$ cat src/avpi_pkg.sv
package avpi_pkg;

   // Field and register widths
   localparam int ADC_W      = 12;
   localparam int DUTY_W     = 10;
   localparam int GAIN_W     = 16;
   localparam int VCFG_W     = 18;
   localparam int SUM_W      = 17;
   localparam int FRAC_W     = 16;
   localparam int CSR_ADDR_W = 3;
   localparam int CSR_DATA_W = 18;

   localparam int DEF_SAMPLES_PER_UPDATE = 20;
   localparam int QUEUE_DEPTH            = 2;

   // Average to volts: sum * 264 / (5 * samples) is avg * 3.3 / 4096 in Q2.16
   localparam int VOLT_SCALE_NUM = 264;
   localparam int VOLT_SCALE_DEN = 5;
   localparam int X_W            = 26;
   localparam int RECIP_SHIFT    = 26;
   localparam int VOLT_W         = 24;
   localparam int ERR_W          = VOLT_W + 1;
   localparam int MAG_W          = 24;
   localparam int PROD_W         = MAG_W + GAIN_W;
   localparam int TERM_W         = 32;
   localparam int ACC_W          = TERM_W + 2;
   localparam int INTEG_W        = DUTY_W + FRAC_W;
   localparam int KP_SHIFT       = 12;
   localparam int KI_SHIFT       = 8;
   localparam int ONE_COUNT      = 1 << FRAC_W;

   // Register indexes
   localparam logic [CSR_ADDR_W-1:0] CSR_KP_GAIN        = 3'd0;
   localparam logic [CSR_ADDR_W-1:0] CSR_KI_GAIN        = 3'd1;
   localparam logic [CSR_ADDR_W-1:0] CSR_SETPOINT_VOLTS = 3'd2;
   localparam logic [CSR_ADDR_W-1:0] CSR_OV_LIMIT       = 3'd3;
   localparam logic [CSR_ADDR_W-1:0] CSR_INTEG_MAX      = 3'd4;
   localparam logic [CSR_ADDR_W-1:0] CSR_DUTY_FOLD_HIGH = 3'd5;
   localparam logic [CSR_ADDR_W-1:0] CSR_DUTY_FOLD_LOW  = 3'd6;

   // Register reset values
   localparam logic [GAIN_W-1:0] RST_KP_GAIN        = 16'd2458;
   localparam logic [GAIN_W-1:0] RST_KI_GAIN        = 16'd5120;
   localparam logic [VCFG_W-1:0] RST_SETPOINT_VOLTS = 18'd65536;
   localparam logic [VCFG_W-1:0] RST_OV_LIMIT       = 18'd196608;
   localparam logic [DUTY_W-1:0] RST_INTEG_MAX      = 10'd300;
   localparam logic [DUTY_W-1:0] RST_DUTY_FOLD_HIGH = 10'd280;
   localparam logic [DUTY_W-1:0] RST_DUTY_FOLD_LOW  = 10'd20;

   typedef struct packed {
      logic [GAIN_W-1:0] kp_gain;
      logic [GAIN_W-1:0] ki_gain;
      logic [VCFG_W-1:0] setpoint_volts;
      logic [VCFG_W-1:0] ov_limit;
      logic [DUTY_W-1:0] integ_max;
      logic [DUTY_W-1:0] duty_fold_high;
      logic [DUTY_W-1:0] duty_fold_low;
   } cfg_type;

   typedef struct packed {
      logic             valid;
      logic [SUM_W-1:0] sum;
   } push_type;

   typedef struct packed {
      logic             valid;
      logic             full;
      logic [SUM_W-1:0] sum;
   } head_type;

endpackage

$ cat src/avpi_channels.sv
interface avpi_req_if;
   import avpi_pkg::*;

   logic             valid;
   logic             ready;
   logic [ADC_W-1:0] adc_sample;

   modport source (output valid, output adc_sample, input ready);
   modport sink (input valid, input adc_sample, output ready);
endinterface

interface avpi_rsp_if;
   import avpi_pkg::*;

   logic              valid;
   logic              ready;
   logic [DUTY_W-1:0] duty_count;
   logic              overvoltage;

   modport source (output valid, output duty_count, output overvoltage, input ready);
   modport sink (input valid, input duty_count, input overvoltage, output ready);
endinterface

$ cat src/avpi_front.sv
module avpi_front #(
   parameter int SAMPLES_PER_UPDATE = avpi_pkg::DEF_SAMPLES_PER_UPDATE
) (
   input  logic               clock,
   input  logic               reset,
   avpi_req_if.sink           req_bus,
   input  logic               queue_full,
   output avpi_pkg::push_type push
);
   import avpi_pkg::*;

   localparam int IDX_W = (SAMPLES_PER_UPDATE > 1) ? $clog2(SAMPLES_PER_UPDATE) : 1;
   localparam logic [IDX_W-1:0] LAST_IDX = IDX_W'(SAMPLES_PER_UPDATE - 1);

   logic [SUM_W-1:0] sum_ff, sum_in, sum_next;
   logic [IDX_W-1:0] idx_ff, idx_in;
   logic             accept, last;

   assign req_bus.ready = !queue_full;
   assign accept        = req_bus.valid && req_bus.ready;
   assign sum_next      = sum_ff + SUM_W'(req_bus.adc_sample);
   assign last          = (idx_ff >= LAST_IDX);

   // The transaction that closes a block hands its full sum to the queue.
   assign push.valid = accept && last;
   assign push.sum   = sum_next;

   always_comb begin
      sum_in = sum_ff;
      idx_in = idx_ff;
      if (accept) begin
         if (last) begin
            sum_in = '0;
            idx_in = '0;
         end else begin
            sum_in = sum_next;
            idx_in = idx_ff + IDX_W'(1);
         end
      end
   end

   always_ff @(posedge clock) begin
      if (reset) begin
         sum_ff <= '0;
         idx_ff <= '0;
      end else begin
         sum_ff <= sum_in;
         idx_ff <= idx_in;
      end
   end

endmodule

$ cat src/avpi_queue.sv
module avpi_queue (
   input  logic               clock,
   input  logic               reset,
   input  avpi_pkg::push_type push,
   input  logic               pop,
   output avpi_pkg::head_type head
);
   import avpi_pkg::*;

   localparam int PTR_W = (QUEUE_DEPTH > 1) ? $clog2(QUEUE_DEPTH) : 1;
   localparam int CNT_W = $clog2(QUEUE_DEPTH + 1);
   localparam logic [PTR_W-1:0] LAST_PTR = PTR_W'(QUEUE_DEPTH - 1);
   localparam logic [CNT_W-1:0] FULL_CNT = CNT_W'(QUEUE_DEPTH);

   logic [SUM_W-1:0] mem_ff [QUEUE_DEPTH];
   logic [PTR_W-1:0] wr_ptr_ff, wr_ptr_in, rd_ptr_ff, rd_ptr_in;
   logic [CNT_W-1:0] count_ff, count_in;

   assign head.valid = (count_ff != '0);
   assign head.full  = (count_ff == FULL_CNT);
   assign head.sum   = mem_ff[rd_ptr_ff];

   always_comb begin
      wr_ptr_in = wr_ptr_ff;
      rd_ptr_in = rd_ptr_ff;
      count_in  = count_ff;
      if (push.valid) begin
         wr_ptr_in = (wr_ptr_ff == LAST_PTR) ? '0 : wr_ptr_ff + PTR_W'(1);
      end
      if (pop) begin
         rd_ptr_in = (rd_ptr_ff == LAST_PTR) ? '0 : rd_ptr_ff + PTR_W'(1);
      end
      count_in = count_ff + CNT_W'(push.valid) - CNT_W'(pop);
   end

   always_ff @(posedge clock) begin
      if (push.valid) begin
         mem_ff[wr_ptr_ff] <= push.sum;
      end
   end

   always_ff @(posedge clock) begin
      if (reset) begin
         wr_ptr_ff <= '0;
         rd_ptr_ff <= '0;
         count_ff  <= '0;
      end else begin
         wr_ptr_ff <= wr_ptr_in;
         rd_ptr_ff <= rd_ptr_in;
         count_ff  <= count_in;
      end
   end

endmodule

$ cat src/avpi_back.sv
module avpi_back #(
   parameter int SAMPLES_PER_UPDATE = avpi_pkg::DEF_SAMPLES_PER_UPDATE
) (
   input  logic               clock,
   input  logic               reset,
   input  avpi_pkg::cfg_type  cfg,
   input  avpi_pkg::head_type head,
   output logic               pop,
   avpi_rsp_if.source         rsp_bus
);
   import avpi_pkg::*;

   localparam int DIVISOR = VOLT_SCALE_DEN * SAMPLES_PER_UPDATE;
   localparam logic [RECIP_SHIFT-1:0] RECIP = RECIP_SHIFT'((2 ** RECIP_SHIFT) / DIVISOR);
   localparam int RP_W = X_W + RECIP_SHIFT;

   typedef enum logic [2:0] {
      ST_IDLE,
      ST_DIV_MUL,
      ST_DIV_FIX,
      ST_ERR,
      ST_GAIN,
      ST_INTEG,
      ST_OUTPUT
   } state_type;

   state_type state_ff;

   logic [X_W-1:0]           x_ff, x_in;
   logic [VOLT_W-1:0]        q0_ff, q0_in;
   logic [VOLT_W-1:0]        volts_ff, volts_in;
   logic                     err_neg_ff, err_neg_in;
   logic [MAG_W-1:0]         err_mag_ff, err_mag_in;
   logic                     over_ff, over_in;
   logic [PROD_W-1:0]        p_prod_ff, p_prod_in;
   logic [PROD_W-1:0]        i_prod_ff, i_prod_in;
   logic signed [TERM_W-1:0] p_term_ff, p_term_in;
   logic signed [TERM_W-1:0] prev_term_ff, i_term_in;
   logic [INTEG_W-1:0]       integ_ff, integ_in;
   logic                     rsp_valid_ff;
   logic [DUTY_W-1:0]        duty_ff, duty_in;
   logic                     rsp_over_ff;

   logic [RP_W-1:0]          recip_prod;
   logic [X_W-1:0]           rem;
   logic signed [ERR_W-1:0]  err_s;
   logic [INTEG_W-1:0]       top_val;
   logic signed [ACC_W-1:0]  top_s, acc, outv, one_s;
   logic                     hi, low_fold;

   // Magnitude times gain comes in already shifted; cap it so the signed
   // term stays inside 32 bits, then apply the sign.
   function automatic logic signed [TERM_W-1:0] sat_term(input logic neg,
                                                         input logic [PROD_W-1:0] mag);
      logic [PROD_W-1:0] lim;
      logic [PROD_W-1:0] capped;
      lim    = neg ? (PROD_W'(1) << (TERM_W - 1))
                   : ((PROD_W'(1) << (TERM_W - 1)) - PROD_W'(1));
      capped = (mag > lim) ? lim : mag;
      sat_term = neg ? $signed(TERM_W'(-capped)) : $signed(TERM_W'(capped));
   endfunction

   assign pop = (state_ff == ST_IDLE) && head.valid;

   assign rsp_bus.valid       = rsp_valid_ff;
   assign rsp_bus.duty_count  = duty_ff;
   assign rsp_bus.overvoltage = rsp_over_ff;

   always_comb begin
      // Division by the block constant: reciprocal estimate, then one correction.
      x_in       = X_W'(head.sum) * X_W'(VOLT_SCALE_NUM);
      recip_prod = RP_W'(x_ff) * RP_W'(RECIP);
      q0_in      = recip_prod[RECIP_SHIFT +: VOLT_W];
      rem        = x_ff - X_W'(q0_ff) * X_W'(DIVISOR);
      volts_in   = q0_ff + VOLT_W'(rem >= X_W'(DIVISOR));

      err_s      = $signed(ERR_W'(cfg.setpoint_volts)) - $signed(ERR_W'(volts_ff));
      err_neg_in = err_s[ERR_W-1];
      err_mag_in = err_neg_in ? MAG_W'(-err_s) : MAG_W'(err_s);
      over_in    = volts_ff > VOLT_W'(cfg.ov_limit);

      p_prod_in  = PROD_W'(err_mag_ff) * PROD_W'(cfg.kp_gain);
      i_prod_in  = PROD_W'(err_mag_ff) * PROD_W'(cfg.ki_gain);

      p_term_in  = sat_term(err_neg_ff, p_prod_ff >> KP_SHIFT);
      i_term_in  = sat_term(err_neg_ff, i_prod_ff >> KI_SHIFT);

      top_val    = {cfg.integ_max, {FRAC_W{1'b0}}};
      top_s      = $signed(ACC_W'(top_val));
      acc        = $signed(ACC_W'(integ_ff)) + ACC_W'(i_term_in) + ACC_W'(prev_term_ff);
      priority if (acc >= top_s) begin
         integ_in = top_val;
      end else if (acc <= 0) begin
         integ_in = '0;
      end else begin
         integ_in = acc[INTEG_W-1:0];
      end

      one_s      = $signed(ACC_W'(ONE_COUNT));
      outv       = ACC_W'(p_term_ff) + $signed(ACC_W'(integ_ff));
      hi         = (outv >= top_s);
      low_fold   = hi ? (cfg.duty_fold_high <= DUTY_W'(1)) : (outv <= one_s);
      priority if (over_ff || low_fold) begin
         duty_in = cfg.duty_fold_low;
      end else if (hi) begin
         duty_in = cfg.duty_fold_high;
      end else begin
         duty_in = outv[FRAC_W +: DUTY_W];
      end
   end

   always_ff @(posedge clock) begin
      if (reset) begin
         state_ff     <= ST_IDLE;
         rsp_valid_ff <= 1'b0;
         integ_ff     <= '0;
         prev_term_ff <= '0;
      end else begin
         // In the output state the valid flag is reloaded below instead.
         if (rsp_bus.valid && rsp_bus.ready && (state_ff != ST_OUTPUT)) begin
            rsp_valid_ff <= 1'b0;
         end
         unique case (state_ff)
            ST_IDLE: begin
               if (head.valid) begin
                  x_ff     <= x_in;
                  state_ff <= ST_DIV_MUL;
               end
            end
            ST_DIV_MUL: begin
               q0_ff    <= q0_in;
               state_ff <= ST_DIV_FIX;
            end
            ST_DIV_FIX: begin
               volts_ff <= volts_in;
               state_ff <= ST_ERR;
            end
            ST_ERR: begin
               err_neg_ff <= err_neg_in;
               err_mag_ff <= err_mag_in;
               over_ff    <= over_in;
               state_ff   <= ST_GAIN;
            end
            ST_GAIN: begin
               p_prod_ff <= p_prod_in;
               i_prod_ff <= i_prod_in;
               state_ff  <= ST_INTEG;
            end
            ST_INTEG: begin
               integ_ff     <= integ_in;
               prev_term_ff <= i_term_in;
               p_term_ff    <= p_term_in;
               state_ff     <= ST_OUTPUT;
            end
            ST_OUTPUT: begin
               // Hold here while the previous transaction is still unclaimed.
               if (!rsp_valid_ff || rsp_bus.ready) begin
                  rsp_valid_ff <= 1'b1;
                  duty_ff      <= duty_in;
                  rsp_over_ff  <= over_ff;
                  state_ff     <= ST_IDLE;
               end
            end
            default: begin
               state_ff <= ST_IDLE;
            end
         endcase
      end
   end

endmodule

$ cat src/averaged_pi_duty_controller_core.sv
// Throughput: one sample per cycle while the queue is not full; one result per block of
// SAMPLES_PER_UPDATE samples. The last sample of a block pushes the block sum into the queue; the
// back-end sequencer (reciprocal division, gain multipliers, integrator) takes a new sum only when idle.
// A two-entry queue of block sums lets sampling continue while a result waits to be taken.
// Reset is synchronous and active high: registers return to their defaults, the sum, index,
// integrator, queue and pending result are cleared.
module averaged_pi_duty_controller_core #(
   parameter int SAMPLES_PER_UPDATE = avpi_pkg::DEF_SAMPLES_PER_UPDATE
) (
   input  logic                            clock,
   input  logic                            reset,
   avpi_req_if.sink                        req_bus,
   avpi_rsp_if.source                      rsp_bus,
   input  logic                            csr_wr_en,
   input  logic [avpi_pkg::CSR_ADDR_W-1:0] csr_index,
   input  logic [avpi_pkg::CSR_DATA_W-1:0] csr_wdata
);
   import avpi_pkg::*;

   cfg_type  cfg_ff;
   push_type push;
   head_type head;
   logic     pop;

   always_ff @(posedge clock) begin
      if (reset) begin
         cfg_ff.kp_gain        <= RST_KP_GAIN;
         cfg_ff.ki_gain        <= RST_KI_GAIN;
         cfg_ff.setpoint_volts <= RST_SETPOINT_VOLTS;
         cfg_ff.ov_limit       <= RST_OV_LIMIT;
         cfg_ff.integ_max      <= RST_INTEG_MAX;
         cfg_ff.duty_fold_high <= RST_DUTY_FOLD_HIGH;
         cfg_ff.duty_fold_low  <= RST_DUTY_FOLD_LOW;
      end else if (csr_wr_en) begin
         unique case (csr_index)
            CSR_KP_GAIN:        cfg_ff.kp_gain        <= csr_wdata[GAIN_W-1:0];
            CSR_KI_GAIN:        cfg_ff.ki_gain        <= csr_wdata[GAIN_W-1:0];
            CSR_SETPOINT_VOLTS: cfg_ff.setpoint_volts <= csr_wdata[VCFG_W-1:0];
            CSR_OV_LIMIT:       cfg_ff.ov_limit       <= csr_wdata[VCFG_W-1:0];
            CSR_INTEG_MAX:      cfg_ff.integ_max      <= csr_wdata[DUTY_W-1:0];
            CSR_DUTY_FOLD_HIGH: cfg_ff.duty_fold_high <= csr_wdata[DUTY_W-1:0];
            CSR_DUTY_FOLD_LOW:  cfg_ff.duty_fold_low  <= csr_wdata[DUTY_W-1:0];
            default: begin
            end
         endcase
      end
   end

   avpi_front #(
      .SAMPLES_PER_UPDATE(SAMPLES_PER_UPDATE)
   ) u_front (
      .clock      (clock),
      .reset      (reset),
      .req_bus    (req_bus),
      .queue_full (head.full),
      .push       (push)
   );

   avpi_queue u_queue (
      .clock (clock),
      .reset (reset),
      .push  (push),
      .pop   (pop),
      .head  (head)
   );

   avpi_back #(
      .SAMPLES_PER_UPDATE(SAMPLES_PER_UPDATE)
   ) u_back (
      .clock   (clock),
      .reset   (reset),
      .cfg     (cfg_ff),
      .head    (head),
      .pop     (pop),
      .rsp_bus (rsp_bus)
   );

   // A completed block must never be offered to a full queue.
   a_push_not_full: assert property (@(posedge clock) disable iff (reset)
      push.valid |-> !head.full)
      else $error("block sum pushed into a full queue");

   // The back end only takes a block sum that is actually queued.
   a_pop_has_data: assert property (@(posedge clock) disable iff (reset)
      pop |-> head.valid)
      else $error("queue popped while empty");

   // No stale result survives a reset.
   a_reset_clears_rsp: assert property (@(posedge clock)
      reset |=> !rsp_bus.valid)
      else $error("result transaction offered straight after reset");

endmodule
$ cat src/flat_wrapper.sv
// flat-port wrapper written by rule: the top's interface ports become plain ports
module averaged_pi_duty_controller_core_flat import avpi_pkg::*;
#(
   parameter int SAMPLES_PER_UPDATE = avpi_pkg::DEF_SAMPLES_PER_UPDATE
)
  (clock, reset, csr_wr_en, csr_index, csr_wdata, req_bus_valid, req_bus_adc_sample, req_bus_ready, rsp_bus_valid, rsp_bus_duty_count, rsp_bus_overvoltage, rsp_bus_ready);
  avpi_req_if req_bus_i ();
  avpi_rsp_if rsp_bus_i ();
  input  logic clock;
  input  logic reset;
  input  logic csr_wr_en;
  input  logic [avpi_pkg::CSR_ADDR_W-1:0] csr_index;
  input  logic [avpi_pkg::CSR_DATA_W-1:0] csr_wdata;
  input wire logic [$bits(req_bus_i.valid)-1:0] req_bus_valid;
  input wire logic [$bits(req_bus_i.adc_sample)-1:0] req_bus_adc_sample;
  output wire logic [$bits(req_bus_i.ready)-1:0] req_bus_ready;
  output wire logic [$bits(rsp_bus_i.valid)-1:0] rsp_bus_valid;
  output wire logic [$bits(rsp_bus_i.duty_count)-1:0] rsp_bus_duty_count;
  output wire logic [$bits(rsp_bus_i.overvoltage)-1:0] rsp_bus_overvoltage;
  input wire logic [$bits(rsp_bus_i.ready)-1:0] rsp_bus_ready;
  assign req_bus_i.valid = req_bus_valid;
  assign req_bus_i.adc_sample = req_bus_adc_sample;
  assign req_bus_ready = req_bus_i.ready;
  assign rsp_bus_valid = rsp_bus_i.valid;
  assign rsp_bus_duty_count = rsp_bus_i.duty_count;
  assign rsp_bus_overvoltage = rsp_bus_i.overvoltage;
  assign rsp_bus_i.ready = rsp_bus_ready;
  averaged_pi_duty_controller_core #(.SAMPLES_PER_UPDATE(SAMPLES_PER_UPDATE)) u_core (.clock(clock), .reset(reset), .req_bus(req_bus_i), .rsp_bus(rsp_bus_i), .csr_wr_en(csr_wr_en), .csr_index(csr_index), .csr_wdata(csr_wdata));
endmodule
$ cat config.mk
export PLATFORM = sky130hd
export DESIGN_NAME = averaged_pi_duty_controller_core_flat
export DESIGN_NICKNAME = d
export VERILOG_FILES = /design/src/avpi_pkg.sv /design/src/avpi_channels.sv /design/src/avpi_front.sv /design/src/avpi_queue.sv /design/src/avpi_back.sv /design/src/averaged_pi_duty_controller_core.sv /design/src/flat_wrapper.sv
export SDC_FILE = /design/constraint.sdc
export NUM_CORES = 2
export LEC_CHECK = 0
export ABC_AREA = 1
export BUFFER_PORTS_ARGS = -buffer_cell sky130_fd_sc_hd__buf_2
export CAP_MARGIN = 20
export CORE_MARGIN = 3
export CORE_UTILIZATION = 45
export CTS_BUF_LIST = sky130_fd_sc_hd__clkbuf_16
export DETAILED_ROUTE_END_ITERATION = 8
export GPL_TIMING_DRIVEN = 0
export MAX_ROUTING_LAYER = met4
export PLACE_DENSITY = 0.64
export SKIP_CTS_REPAIR_TIMING = 1
export SYNTH_ARGS = -nofsm -noshare
export SYNTH_HDL_FRONTEND = slang
export SYNTH_SLANG_ARGS = --single-unit
$ cat constraint.sdc
create_clock -name clock -period 7.9 [get_ports clock]
set_input_delay 1.185 -clock clock [delete_from_list [all_inputs] [get_ports clock]]
set_output_delay 1.185 -clock clock [all_outputs]
set_load 0.005 [all_outputs]
==> reports/results.ini <==
[floorplanning]
start_util_pct=45.4
core-area_um2=134000
row_count=134
ios=51
dieArea_um2=139000
fp.dieW_um=373
die_h_um=373

[critical_path]
crit_arrival_ps=7990
crit_chain=clkdlybuf4s15_1 > nand2_1 > fa_1 > inv_1 > fa_1 > inv_1 > fa_1 > inv_1 > fa_1 > fa_1 > fa_1 > ha_1 > nand2_1 > nor4_1 > o2111ai_1 > nand3_1 > a21boi_0 > o21ai_0 > xor2_1
r2r_slack_ps=230
crit_fanout=10
slowest_stage=clkdlybuf4s15_1
path_delay_family=adder cells
r2r_start=u_core.u_back.err_mag_ff[15]
critPathKind=flip-flop to flip-flop
crit_buf_inv=4
cp-start-kind=flip-flop
rr_endpoint=u_core.u_back.i_prod_ff[34]
reg2regPathDepth=19
cp_common_cell=fa_1
slowest_delay_ps=820
cp-end-kind=flip-flop
critPathRequiredTime_ps=8220

[finish]
layout-drive-gt1-share_pct=4.38
nets=9208
area_delta_synth_final_pct=7.26
n_fill_cell=13000

[detailed_routing]
drtPass1Iterations=6
vias=50000
drc=0
drt_iter0_markers=3847
post_drt_wl_per_cell_um=19.7
via_per_inst=5.27
wl_um=187000
postRouteAntennaNets=0

[timing]
clock_skew_ps=39.2
max_freq_mhz=130
setup-tns-final_ps=0
timing.final.max_slew_violations=0
min_period_over_period_pct=97.1
relSlewSlack_pct=24.7
worst_pin_slew_ps=1130
setup_viol=0
hold_violations=0
hold_ws_ps=460
period_minus_slack_ps=7670

[synth]
ys_ff_latch=414
synth_top_family_by_area=adder cells
async_flop_share_pct=0
synthAdderAreaFrac_pct=41.0
syn-mean-instance-area_um2=8.03
ys_types=66
synth-edff-count=227
mappedNetlistArea_um2=60600
ys_seq_area_share_pct=17.4
ys.flop_type=edfxtp_1
ys_warn_count=0
muxShareOfSynthArea_pct=0.260
synthXorXnorAreaFrac_pct=3.70
synth_cells=7549
synth-simple-area-share_pct=17.6
synth_nets=9090
synth_compound_area_share_pct=8.23

[hold_path]
hp-class=flip-flop to flip-flop
min_path_cells=2
hold_end=u_core.cfg_ff[33]
min-delay-start=u_core.cfg_ff[33]

[clocking]
htree_levels=2
clk-insertion-delay-late_ps=610
path_clk_slew_ps=60
cts_root_buf=clkbuf_16
cts_tree=built
cts.sinks=414
clk_path_buf_depth=3
numCtsBuffers=42

[placement]
place_hpwl_um=157000
io_buffer_count=49
gp_congestion=0.991

[pwr]
ir_drop_v=0.000263
pwr-share-comb_pct=68.1
p_clk_share_pct=13.4
switching_power_w=0.00740
intPower_w=0.00764
p_per_area_nw_per_um2=231
seqPwrFrac_pct=18.4
p_sw_share_pct=49.2
p_leak_nw=33.3

[run]
maxCapViolCount=0

[global_route]
grt_first_pass_wirelength_um=289000
busiest_layer=met2
grt-ovfl-total=0
use_met1_pct=35.5
grt_max_degree=34
grt_use_met3_pct=3.30
grt_pass1_vias=50100
grt_util_met2_pct=44.7
antenna_found_initial=8
track_usage_pct=27.6

[run_status]
status=finished clean

[tightest hold or removal path, cell delays in order, from the launching register on]
cell and delay [ps]:
dfxtp_1 300, inv_1 60, a21oi_1 60
[how the worst max path moves through the flow]
stage,start,endpoint,depth (start not counted)
after floorplan,u_core.u_back.err_neg_ff,u_core.u_back.integ_ff[25],49
after global placement,u_core.u_back.err_neg_ff,u_core.u_back.integ_ff[23],49
after detailed placement,u_core.u_back.err_neg_ff,u_core.u_back.integ_ff[25],49
after CTS,u_core.u_back.err_neg_ff,u_core.u_back.integ_ff[16],45
after global routing,u_core.u_back.err_neg_ff,u_core.u_back.integ_ff[22],49
final,u_core.u_back.err_mag_ff[15],u_core.u_back.i_prod_ff[34],19
[Yosys cell counts, drive strengths merged (11+ instances only)]
| library cell | number | area share [%] |
|---|---|---|
| clkbuf | 213 | 1.3 |
| nand2 | 1718 | 11 |
| edfxtp | 227 | 11 |
| nor4 | 18 | 0.20 |
| a21boi | 11 | 0.14 |
| nand4 | 53 | 0.56 |
| inv | 1633 | 10 |
| ha | 692 | 14 |
| nor2 | 499 | 3.2 |
| o21a | 20 | 0.25 |
| nand3b | 26 | 0.32 |
| buf | 26 | 0.30 |
| o21bai | 26 | 0.32 |
| xnor2 | 81 | 1.2 |
| o211ai | 21 | 0.26 |
| a21o | 26 | 0.32 |
| a21oi | 423 | 3.6 |
| fa | 811 | 27 |
| a31oi | 32 | 0.33 |
| xor2 | 174 | 2.5 |
| o21ai | 300 | 2.5 |
| nand3 | 219 | 2.0 |
| nor3 | 46 | 0.40 |
| dfxtp | 187 | 6.2 |
| mux2 | 14 | 0.26 |
[metal layers]
layer  share of wire (%)  wire (um)
met4                 4.5       8460
met3                 6.3      11700
met1                  42      78800
met5                   0          0
met2                  47      87600
[cell type report]
class / count / area [um^2] / share of cell area, %
buffer: 237 / 1010 / 1.55
timing repair buffer: 76 / 523 / 0.804
clock inverter: 33 / 238 / 0.365
multi-input combinational: 5258 / 43200 / 66.5
inverter: 1638 / 6150 / 9.46
tap: 1768 / 2210 / 3.40
clock buffer: 45 / 1130 / 1.73
sequential: 414 / 10600 / 16.2
antenna: 1 / 2.50 / 0.00385
[per-stage QoR]
step / util [%] / instances / area (um^2) / setup WS, ps / power [W]
after global placement: 47.2 / 9366 / 63100 / -1990 / 0.0129
after detailed placement: 47.3 / 9377 / 63300 / -2110 / 0.0130
final: 48.7 / 9470 / 65000 / 226 / 0.0150
after global routing: 48.7 / 9469 / 65000 / -68.8 / 0.0166
after floorplan: - / 7549 / 60600 / 756 / 0.0102
after CTS: 48.4 / 9455 / 64600 / -2160 / 0.0151
[power groups by stage]
stage / Clock [W] / Combinational [W] / Sequential (W)
after floorplan: 0 / 0.00743 / 0.00278
after global placement: 0 / 0.0101 / 0.00282
after detailed placement: 0 / 0.0102 / 0.00282
after CTS: 0.00205 / 0.0103 / 0.00277
after global routing: 0.00214 / 0.0116 / 0.00278
final: 0.00202 / 0.0102 / 0.00277
[logic make-up after synthesis]
group	count (synthesis)
buf+inv	1877
xor+xnor	255
compound gates	895
simple gates	2590
other cells	1
mux	14
fa+ha+maj	1503
flops	414
[cell usage in the layout (no fill, tap or decap), types with 26 or more instances in the layout]
cell	count
inv_1	1634
edfxtp_1	227
o21bai_1	26
nor3_1	40
a21oi_1	402
ha_1	686
clkbuf_16	46
o21ai_0	268
nand2_1	1679
xor2_1	171
a31oi_1	32
dfxtp_1	187
fa_1	811
nor2_2	26
xnor2_1	81
nand3b_1	26
nand2_2	35
nand3_1	199
buf_2	53
clkbuf_1	205
nand4_1	52
nor2_1	463
[state kept, by name (all words and copies together), names as in the netlist, 21 cells and up, named ones only]
register                    count
u_core.cfg_ff                  98
u_core.u_back.err_mag_ff       24
u_core.u_back.i_prod_ff        32
u_core.u_back.integ_ff         26
u_core.u_back.p_prod_ff        28
u_core.u_back.p_term_ff        32
u_core.u_back.prev_term_ff     32
u_core.u_back.volts_ff         21
u_core.u_back.x_ff             23
u_core.u_queue.mem_ff          34
Note: power is estimated with default switching activity, not from simulation.
